`config.mk`:
```
export PLATFORM = sky130hd
export DESIGN_NAME = framed_reading_outlier_filter_top
export DESIGN_NICKNAME = d
export VERILOG_FILES = /design/src/rtl/frof_pkg.sv /design/src/rtl/frof_divider.sv /design/src/rtl/framed_reading_outlier_filter_top.sv
export SDC_FILE = /design/constraint.sdc
export NUM_CORES = 2
export LEC_CHECK = 0
export BUFFER_PORTS_ARGS = -buffer_cell sky130_fd_sc_hd__buf_4
export CORE_ASPECT_RATIO = 0.6
export CORE_MARGIN = 3
export CORE_UTILIZATION = 50
export DETAILED_ROUTE_END_ITERATION = 10
export PLACE_DENSITY = 0.76
export SYNTH_ARGS = -nofsm -noshare
export SYNTH_HDL_FRONTEND = slang
export SYNTH_SLANG_ARGS = --single-unit
```
`constraint.sdc`:
```
create_clock -name clock -period 9.9 [get_ports clock]
set_input_delay 0 -clock clock [delete_from_list [all_inputs] [get_ports clock]]
set_output_delay 0 -clock clock [all_outputs]
set_load 0.1 [all_outputs]
```
`src/rtl/frof_pkg.sv`:
```
`timescale 1ns / 1ps
`default_nettype none
// Package: shared types and constants of the framed reading outlier filter.
package frof_pkg;

   localparam int BYTE_W  = 8;
   localparam int VAL_W   = 25;                      // microvolt values
   localparam int RAW_W   = 16;                      // raw reading
   localparam int PROD_W  = VAL_W + RAW_W;           // range * raw
   localparam int DVS_W   = BYTE_W + RAW_W;          // 65535 * gain
   localparam int QSTEP_W = $clog2(VAL_W + 1);       // divider step counter

   localparam int RECENT_DEPTH_DEF = 8;
   localparam int RESET_RUN_DEF    = 4;

   localparam logic [VAL_W-1:0]  MAX_RANGE_RST = 25'd20000000;
   localparam logic [BYTE_W-1:0] FRAME_LEN     = 8'd6;
   localparam logic [BYTE_W-1:0] TAG_W_CHR     = 8'h57;   // 'W'
   localparam logic [BYTE_W-1:0] TAG_S_CHR     = 8'h53;   // 'S'
   localparam logic [BYTE_W-1:0] TAG_K_CHR     = 8'h4B;   // 'K'

   typedef struct packed {
      logic [BYTE_W-1:0] chunk_len;
      logic [BYTE_W-1:0] tag_first;
      logic [BYTE_W-1:0] tag_second;
      logic [BYTE_W-1:0] tag_third;
      logic [BYTE_W-1:0] gain_byte;
      logic [BYTE_W-1:0] raw_high;
      logic [BYTE_W-1:0] raw_low;
   } req_payload_type;

   typedef enum logic [1:0] {
      OUT_FIRST   = 2'd0,
      OUT_ACCEPT  = 2'd1,
      OUT_HOLD    = 2'd2,
      OUT_RESTART = 2'd3
   } outcome_type;

   typedef struct packed {
      logic [VAL_W-1:0] shown_value;
      logic [1:0]       outcome;
   } rsp_payload_type;

   typedef enum logic [3:0] {
      S_IDLE,
      S_SCALE,
      S_DIV,
      S_MUL,
      S_DIFF,
      S_DECIDE,
      S_RST_NEXT,
      S_PUSH_RD,
      S_PUSH_WR,
      S_FINISH
   } state_type;

endpackage
`default_nettype wire

```
`src/rtl/frof_divider.sv`:
```
`timescale 1ns / 1ps
`default_nettype none
// Restoring radix-2 divider, one quotient bit per cycle.
module frof_divider
   import frof_pkg::*;
(
   input  wire logic              clock,
   input  wire logic              reset,
   input  wire logic              start,
   input  wire logic [PROD_W-1:0] dividend,
   input  wire logic [DVS_W-1:0]  divisor,
   output logic      [VAL_W-1:0]  quotient,
   output logic                   done
);

   logic [DVS_W-1:0]   rem_ff, rem_in;
   logic [VAL_W-1:0]   shf_ff, shf_in;
   logic [DVS_W-1:0]   dvs_ff, dvs_in;
   logic [QSTEP_W-1:0] step_ff, step_in;
   logic               done_ff, done_in;
   logic [DVS_W:0]     trial;
   logic [DVS_W:0]     trial_sub;

   // The quotient always fits VAL_W bits, so the upper dividend bits start
   // as a remainder already below the divisor.
   always_comb begin
      trial     = {rem_ff, shf_ff[VAL_W-1]};
      trial_sub = trial - {1'b0, dvs_ff};
      rem_in    = rem_ff;
      shf_in    = shf_ff;
      dvs_in    = dvs_ff;
      step_in   = step_ff;
      done_in   = 1'b0;
      if (start) begin
         rem_in  = DVS_W'(dividend[PROD_W-1:VAL_W]);
         shf_in  = dividend[VAL_W-1:0];
         dvs_in  = divisor;
         step_in = QSTEP_W'(VAL_W);
      end else if (step_ff != '0) begin
         if (trial >= {1'b0, dvs_ff}) begin
            rem_in = trial_sub[DVS_W-1:0];
            shf_in = {shf_ff[VAL_W-2:0], 1'b1};
         end else begin
            rem_in = trial[DVS_W-1:0];
            shf_in = {shf_ff[VAL_W-2:0], 1'b0};
         end
         step_in = step_ff - 1'b1;
         done_in = (step_ff == QSTEP_W'(1));
      end
   end

   always_ff @(posedge clock) begin
      if (reset) begin
         step_ff <= '0;
         done_ff <= 1'b0;
      end else begin
         step_ff <= step_in;
         done_ff <= done_in;
      end
   end

   always_ff @(posedge clock) begin
      rem_ff <= rem_in;
      shf_ff <= shf_in;
      dvs_ff <= dvs_in;
   end

   assign quotient = shf_ff;
   assign done     = done_ff;

endmodule
`default_nettype wire

```
`src/rtl/framed_reading_outlier_filter_top.sv`:
```
`timescale 1ns / 1ps
`default_nettype none
// Top level: frame check, scaling, closeness test and window/suspect upkeep.
//
//   channel   direction  handshake            payload
//   req_      in         req_valid/req_stall  req_payload (req_payload_type)
//   rsp_      out        rsp_valid/rsp_stall  rsp_payload (rsp_payload_type)
//   csr_      in         csr_valid/csr_ready  csr_wdata (max_range_uv)
//
// Most of a valid frame's time goes to the 25 divider steps; a window
// restart passes each rebuilt entry through S_RST_NEXT, S_PUSH_RD, S_PUSH_WR.
// A rejected chunk is taken while idle and gives no transfer.
// req_stall is high from acceptance until the result sits in the output
// register; a stalled result holds the block in its final state.
// Synchronous reset empties the window and suspects and loads the range.
module framed_reading_outlier_filter_top
   import frof_pkg::*;
#(
   parameter int RECENT_DEPTH = RECENT_DEPTH_DEF,
   parameter int RESET_RUN    = RESET_RUN_DEF
) (
   input  wire logic             clock,
   input  wire logic             reset,
   input  wire logic             req_valid,
   output logic                  req_stall,
   input  wire req_payload_type  req_payload,
   output logic                  rsp_valid,
   input  wire logic             rsp_stall,
   output rsp_payload_type       rsp_payload,
   input  wire logic             csr_valid,
   output logic                  csr_ready,
   input  wire logic [VAL_W-1:0] csr_wdata
);

   localparam int WCNT_W  = $clog2(RECENT_DEPTH + 1);
   localparam int WSUM_W  = VAL_W + $clog2(RECENT_DEPTH);
   localparam int PTR_W   = (RECENT_DEPTH > 1) ? $clog2(RECENT_DEPTH) : 1;
   localparam int MPROD_W = VAL_W + WCNT_W;
   localparam int FIVE_W  = MPROD_W + 3;
   localparam int SLOTS   = (RESET_RUN > 1) ? RESET_RUN - 1 : 1;
   localparam int SCNT_W  = $clog2(SLOTS + 1);
   localparam int SIDX_W  = (SLOTS > 1) ? $clog2(SLOTS) : 1;

   localparam logic [WCNT_W-1:0] WIN_FULL = WCNT_W'(RECENT_DEPTH);
   localparam logic [SCNT_W-1:0] HOLD_MAX = SCNT_W'(RESET_RUN - 1);
   localparam logic [PTR_W-1:0]  PTR_LAST = PTR_W'(RECENT_DEPTH - 1);

   function automatic logic [PTR_W-1:0] ptr_next(input logic [PTR_W-1:0] p);
      ptr_next = (p == PTR_LAST) ? '0 : p + 1'b1;
   endfunction

   state_type           state_ff, state_in;
   logic [VAL_W-1:0]    max_range_ff, max_range_in;
   logic [RAW_W-1:0]    raw_ff, raw_in;
   logic [BYTE_W-1:0]   gain_ff, gain_in;
   logic [VAL_W-1:0]    v_ff, v_in;
   logic [MPROD_W-1:0]  mprod_ff, mprod_in;
   logic [MPROD_W-1:0]  diff_ff, diff_in;
   logic [WCNT_W-1:0]   wcnt_ff, wcnt_in;
   logic [WSUM_W-1:0]   wsum_ff, wsum_in;
   logic [PTR_W-1:0]    old_ptr_ff, old_ptr_in;
   logic [PTR_W-1:0]    new_ptr_ff, new_ptr_in;
   logic [SCNT_W-1:0]   scnt_ff, scnt_in;
   logic [SCNT_W-1:0]   sidx_ff, sidx_in;
   logic [VAL_W-1:0]    pval_ff, pval_in;
   logic                restart_ff, restart_in;
   outcome_type         out_ff, out_in;
   logic [VAL_W-1:0]    last_kept_ff, last_kept_in;
   logic                rsp_valid_ff, rsp_valid_in;
   rsp_payload_type     rsp_data_ff, rsp_data_in;
   logic [VAL_W-1:0]    rd_ff;

   logic [VAL_W-1:0]    win_mem [RECENT_DEPTH];
   logic [VAL_W-1:0]    susp_ff [SLOTS];
   logic                mem_we;
   logic                susp_we;

   logic                frame_ok;
   logic                div_start;
   logic [PROD_W-1:0]   div_dividend;
   logic [DVS_W-1:0]    div_divisor;
   logic [VAL_W-1:0]    div_q;
   logic                div_done;
   logic [MPROD_W-1:0]  sum_ext;
   logic [FIVE_W-1:0]   five_diff;

   frof_divider u_div (
      .clock    (clock),
      .reset    (reset),
      .start    (div_start),
      .dividend (div_dividend),
      .divisor  (div_divisor),
      .quotient (div_q),
      .done     (div_done)
   );

   assign frame_ok = (req_payload.chunk_len == FRAME_LEN) &&
                     (req_payload.tag_first == TAG_W_CHR) &&
                     (req_payload.tag_second == TAG_S_CHR) &&
                     (req_payload.tag_third == TAG_K_CHR) &&
                     (req_payload.gain_byte != '0);

   assign div_start    = (state_ff == S_SCALE);
   assign div_dividend = PROD_W'(max_range_ff) * PROD_W'(raw_ff);
   // 65535 * gain as (gain << 16) - gain
   assign div_divisor  = {gain_ff, RAW_W'(0)} - DVS_W'(gain_ff);

   assign sum_ext   = MPROD_W'(wsum_ff);
   assign five_diff = (FIVE_W'(diff_ff) << 2) + FIVE_W'(diff_ff);

   always_comb begin
      state_in     = state_ff;
      max_range_in = max_range_ff;
      raw_in       = raw_ff;
      gain_in      = gain_ff;
      v_in         = v_ff;
      mprod_in     = mprod_ff;
      diff_in      = diff_ff;
      wcnt_in      = wcnt_ff;
      wsum_in      = wsum_ff;
      old_ptr_in   = old_ptr_ff;
      new_ptr_in   = new_ptr_ff;
      scnt_in      = scnt_ff;
      sidx_in      = sidx_ff;
      pval_in      = pval_ff;
      restart_in   = restart_ff;
      out_in       = out_ff;
      last_kept_in = last_kept_ff;
      rsp_valid_in = rsp_valid_ff && rsp_stall;
      rsp_data_in  = rsp_data_ff;
      mem_we       = 1'b0;
      susp_we      = 1'b0;

      if (csr_valid && csr_ready) begin
         max_range_in = csr_wdata;
      end

      unique case (state_ff)
         S_IDLE: begin
            if (req_valid && frame_ok) begin
               raw_in   = {req_payload.raw_high, req_payload.raw_low};
               gain_in  = req_payload.gain_byte;
               state_in = S_SCALE;
            end
         end
         S_SCALE: begin
            state_in = S_DIV;
         end
         S_DIV: begin
            if (div_done) begin
               v_in = div_q;
               if (wcnt_ff == '0) begin
                  pval_in    = div_q;
                  out_in     = OUT_FIRST;
                  restart_in = 1'b0;
                  state_in   = S_PUSH_RD;
               end else begin
                  state_in = S_MUL;
               end
            end
         end
         S_MUL: begin
            mprod_in = MPROD_W'(v_ff) * MPROD_W'(wcnt_ff);
            state_in = S_DIFF;
         end
         S_DIFF: begin
            diff_in  = (mprod_ff >= sum_ext) ? mprod_ff - sum_ext : sum_ext - mprod_ff;
            state_in = S_DECIDE;
         end
         S_DECIDE: begin
            // an empty sum can never pass, which the compare gives for free
            if (five_diff < FIVE_W'(wsum_ff)) begin
               pval_in    = v_ff;
               out_in     = OUT_ACCEPT;
               scnt_in    = '0;
               restart_in = 1'b0;
               state_in   = S_PUSH_RD;
            end else if (scnt_ff < HOLD_MAX) begin
               susp_we  = 1'b1;
               scnt_in  = scnt_ff + 1'b1;
               out_in   = OUT_HOLD;
               state_in = S_FINISH;
            end else begin
               out_in     = OUT_RESTART;
               wcnt_in    = '0;
               wsum_in    = '0;
               old_ptr_in = '0;
               new_ptr_in = '0;
               sidx_in    = '0;
               restart_in = 1'b1;
               state_in   = S_RST_NEXT;
            end
         end
         S_RST_NEXT: begin
            // replay held suspects oldest first, then the new reading
            if (sidx_ff < scnt_ff) begin
               pval_in = susp_ff[sidx_ff[SIDX_W-1:0]];
               sidx_in = sidx_ff + 1'b1;
            end else begin
               pval_in    = v_ff;
               restart_in = 1'b0;
               scnt_in    = '0;
            end
            state_in = S_PUSH_RD;
         end
         S_PUSH_RD: begin
            state_in = S_PUSH_WR;
         end
         S_PUSH_WR: begin
            mem_we = 1'b1;
            if (wcnt_ff == WIN_FULL) begin
               wsum_in    = wsum_ff - WSUM_W'(rd_ff) + WSUM_W'(pval_ff);
               old_ptr_in = ptr_next(old_ptr_ff);
            end else begin
               wcnt_in = wcnt_ff + 1'b1;
               wsum_in = wsum_ff + WSUM_W'(pval_ff);
            end
            new_ptr_in   = ptr_next(new_ptr_ff);
            last_kept_in = pval_ff;
            state_in     = restart_ff ? S_RST_NEXT : S_FINISH;
         end
         S_FINISH: begin
            if (!rsp_valid_ff || !rsp_stall) begin
               rsp_valid_in            = 1'b1;
               rsp_data_in.shown_value = last_kept_ff;
               rsp_data_in.outcome     = out_ff;
               state_in                = S_IDLE;
            end
         end
         default: begin
            state_in = S_IDLE;
         end
      endcase
   end

   always_ff @(posedge clock) begin
      if (reset) begin
         state_ff     <= S_IDLE;
         max_range_ff <= MAX_RANGE_RST;
         wcnt_ff      <= '0;
         wsum_ff      <= '0;
         old_ptr_ff   <= '0;
         new_ptr_ff   <= '0;
         scnt_ff      <= '0;
         sidx_ff      <= '0;
         restart_ff   <= 1'b0;
         last_kept_ff <= '0;
         rsp_valid_ff <= 1'b0;
      end else begin
         state_ff     <= state_in;
         max_range_ff <= max_range_in;
         wcnt_ff      <= wcnt_in;
         wsum_ff      <= wsum_in;
         old_ptr_ff   <= old_ptr_in;
         new_ptr_ff   <= new_ptr_in;
         scnt_ff      <= scnt_in;
         sidx_ff      <= sidx_in;
         restart_ff   <= restart_in;
         last_kept_ff <= last_kept_in;
         rsp_valid_ff <= rsp_valid_in;
      end
   end

   always_ff @(posedge clock) begin
      raw_ff      <= raw_in;
      gain_ff     <= gain_in;
      v_ff        <= v_in;
      mprod_ff    <= mprod_in;
      diff_ff     <= diff_in;
      pval_ff     <= pval_in;
      out_ff      <= out_in;
      rsp_data_ff <= rsp_data_in;
   end

   // window store: ring with registered read of the oldest entry
   always_ff @(posedge clock) begin
      if (mem_we) begin
         win_mem[new_ptr_ff] <= pval_ff;
      end
      rd_ff <= win_mem[old_ptr_ff];
   end

   always_ff @(posedge clock) begin
      if (susp_we) begin
         susp_ff[scnt_ff[SIDX_W-1:0]] <= v_ff;
      end
   end

   assign req_stall   = (state_ff != S_IDLE);
   assign csr_ready   = (state_ff == S_IDLE);
   assign rsp_valid   = rsp_valid_ff;
   assign rsp_payload = rsp_data_ff;

   a_wcnt_bound: assert property (@(posedge clock) disable iff (reset)
      wcnt_ff <= WIN_FULL)
      else $error("window count beyond depth");

   a_scnt_bound: assert property (@(posedge clock) disable iff (reset)
      scnt_ff <= SCNT_W'(SLOTS))
      else $error("suspect count beyond slots");

   a_empty_sum: assert property (@(posedge clock) disable iff (reset)
      (wcnt_ff == '0) |-> (wsum_ff == '0))
      else $error("empty window with nonzero sum");

   a_div_done: assert property (@(posedge clock) disable iff (reset)
      div_done |-> (state_ff == S_DIV))
      else $error("divider finished outside the divide state");

   a_restart_clears: assert property (@(posedge clock) disable iff (reset)
      ((state_ff == S_FINISH) && (out_ff == OUT_RESTART)) |-> (scnt_ff == '0))
      else $error("suspects left after a window restart");

endmodule
`default_nettype wire
```
==> reports/results.ini <==
[logic_synthesis]
synthArstFlopShare_pct = 0
yosys.area.top_type = edfxtp_1
syn_nets = 5549
synth.top_cell.area_share_pct = 30.88
synth_area_per_cell_um2 = 10.31
seq_area_frac_synth_pct = 36.60
ys_types = 87
synth-main-ff-cell = edfxtp_1
yosysMostFrequentCell = inv_1
netlist_area_um2 = 48620
synth_edf_count = 500
synthCells = 4716
ys_warn_count = 0
ys_ff_latch = 639
synthTopCellsByCount = inv_1, nand2_1, edfxtp_1
ys_top_cells_by_area = edfxtp_1, fa_1, ha_1

[pwr]
leakagePower_nw = 22.58
peakVddDrop_uv = 257.0
power_density_nw_per_um2 = 173.7
finalPower_mw = 9.284

[routing]
wl_um = 129800
via_per_inst = 5.840
dr.pass1.iters = 5
ant_nets = 0
drt_iter0_markers = 3927
vias = 35980
drt_drc_violations_left = 0
detail_route.wl_per_cell_um = 21.07

[floorplanning]
die_width_um = 408.6
start_util_pct = 51.11
die_h_um = 247.6
rows = 87
ios = 116
coreArea_um2 = 95140
design.die.area_um2 = 101100

[clock_network]
cts.clk_slew.worst_paths_ns = 0.07
numCtsBuffers = 59
clock_latency_ns = 0.67
clock_sinks = 639
cts_tree = done
cts_hold_buffers = 75
cts_buffer_depth = 3
h-tree-depth = 2
post-cts-setup-buffers = 0
post_cts_resized = 0
clock-root-buffer = clkbuf_16

[critical_path]
crit_path_end_kind = flop
max_stage_delay_ns = 1.16
path_cells = nand2_1 > fa_1 > inv_1 > fa_1 > fa_1 > fa_1 > fa_1 > inv_1 > fa_1 > inv_1 > ha_1 > a21oi_1 > o21ai_0 > a221oi_1 > a21boi_0 > a21oi_1 > o31ai_1 > a211oi_1 > a21oi_1 > xnor2_1 > a21oi_1
crit_buf_inv = 3
crit_type = flop to flop
slowest_stage = edfxtp_1
cp-start-kind = flop
cp_data_arrival_time_ns = 8.28
crit_family = adder cells
crit_fanout = 25
crit_top_cell = fa_1
worstPathRequired_ns = 10.29

[final_layout]
syn_to_final_growth_pct = 9.904
layout.nets = 5655
utilization_pct = 56.17
antenna_cells = 0
drive_above_1_share_pct = 8.111

[timing]
fin_crit_ns = 7.890
worst_pin_slew_ns = 1.250
fin_skew_ns = 0.04379
post-route-period-util_pct = 79.70
final-setup-viol-count = 0
setup_ws_ns = 2.010
hold_violations = 0
relSlewSlack_pct = 16.46
finalSetupTns_ns = 0
rsz0062_at_grt = no
fmax_ghz = 0.1267
slew_viol_final = 0

[flow_run]
max-cap-violations = 0

[place]
gp_congestion = 0.9838
io_buffers = 115
dpl.hpwl_um = 97250
pre_cts_ws_ns = 2.287

[global_routing]
grt_usage_pct = 25.71
grt_overflow = 0
grt_pass1_wl_um = 203400
grt_max_degree = 73
antenna_found_initial = 0
grt_pass1_vias = 34870

[status]
run_status = finished clean

[worst_hold_path]
hp-class = input port to flop

## stage by stage
step                      hold WS (ns)  std cells  instance area [um^2]
final                          0.04693       6160                 53440
after global routing           0.01736       6160                 53440
after CTS                    0.0006726       6160                 53440
after detailed placement        0.1793       5976                 50760
after global placement          0.1789       5976                 50760
after floorplan                0.09887       4716                 48620
## power breakdown
| part | switching [mW] | internal [mW] |
|---|---|---|
| sequential | 0.147 | 3.10 |
| combinational | 2.14 | 1.57 |
| clock | 1.09 | 1.24 |
| total | 3.37 | 5.91 |
## cells in the final DEF (no fill, tap or decap), types with 9 or more instances in the layout
| cell | instances |
|---|---|
| inv_1 | 623 |
| nand2_1 | 616 |
| edfxtp_1 | 500 |
| fa_1 | 396 |
| ha_1 | 351 |
| a21oi_1 | 308 |
| and2_1 | 209 |
| nor2_1 | 200 |
| o21ai_0 | 186 |
| buf_4 | 156 |
| dfxtp_1 | 136 |
| xnor2_1 | 117 |
| a21o_1 | 87 |
| dlygate4sd3_1 | 75 |
| mux2i_1 | 61 |
| nand3_1 | 59 |
| xor2_1 | 59 |
| clkbuf_16 | 59 |
| mux4_2 | 50 |
| a211oi_1 | 39 |
| nor3_1 | 38 |
| o21a_1 | 36 |
| mux2_2 | 35 |
| nand4_1 | 29 |
| o211ai_1 | 29 |
| nand2b_1 | 28 |
| a221o_1 | 28 |
| nor2b_1 | 27 |
| a31oi_1 | 24 |
| o21bai_1 | 23 |
| and3_1 | 18 |
| or3_1 | 15 |
| clkinv_2 | 15 |
| o31ai_1 | 11 |
| or2_2 | 11 |
| or4_1 | 9 |
## registers in the layout, indices dropped and copies added (netlist names), 2 cells and up, named ones only
register / flops
out_ff: 2
raw_ff: 16
u_div.quotient: 25
u_div.rem_ff: 24
wcnt_ff: 4
sidx_ff: 2
last_kept_ff: 25
mprod_ff: 29
scnt_ff: 2
u_div.step_ff: 5
old_ptr_ff: 3
state_ff: 4
rd_ff: 25
wsum_ff: 28
v_ff: 25
win_mem: 200
u_div.dvs_ff: 23
new_ptr_ff: 3
max_range_ff: 25
diff_ff: 29
gain_ff: 8
rsp_payload: 27
susp_ff: 75
pval_ff: 25
## metal layers
metal | GRT usage, % | part of all wire (%) | vias to the layer above
met1 | 41.47 | 46 | 17680
li1 | - | - | 16280
met5 | 0 | 0 | -
met4 | 6.230 | 2.3 | 0
met2 | 34.83 | 39 | 1836
met3 | 5.256 | 12 | 176
## cells by family after synthesis
logic type | count (synthesis) | synth area share [%]
AND/OR/NAND/NOR | 1315 | 12.59
AO/OA/AOI/OAI | 883 | 11.53
buffers and inverters | 810 | 6.392
adder cells (fa/ha/maj) | 747 | 25.34
flip-flops | 639 | 36.60
XOR/XNOR | 176 | 3.170
multiplexers | 146 | 4.382
## final timing paths
check,cells past startpoint,startpoint,slack [ns],to
worst max-delay path,21,raw_ff[8],2.01,u_div.rem_ff[15]
worst min-delay path,2,req_payload[23],0.05,gain_ff[7]
worst max register to register,21,raw_ff[8],2.01,u_div.rem_ff[15]
worst min register to register,0,last_kept_ff[19],0.43,rsp_payload[21]
## final cells by class
class                           instances  area (um^2)
Fill cell                            7995        41700
Multi-Input combinational cell       3267        27830
Sequential cell                       639        17800
Inverter                              624         2342
Timing Repair Buffer                  231         1922
Tap cell                             1290         1614
Clock buffer                           65         1509
Clock inverter                         44        424.2
No activity file was read; power rests on OpenSTA's default activity.
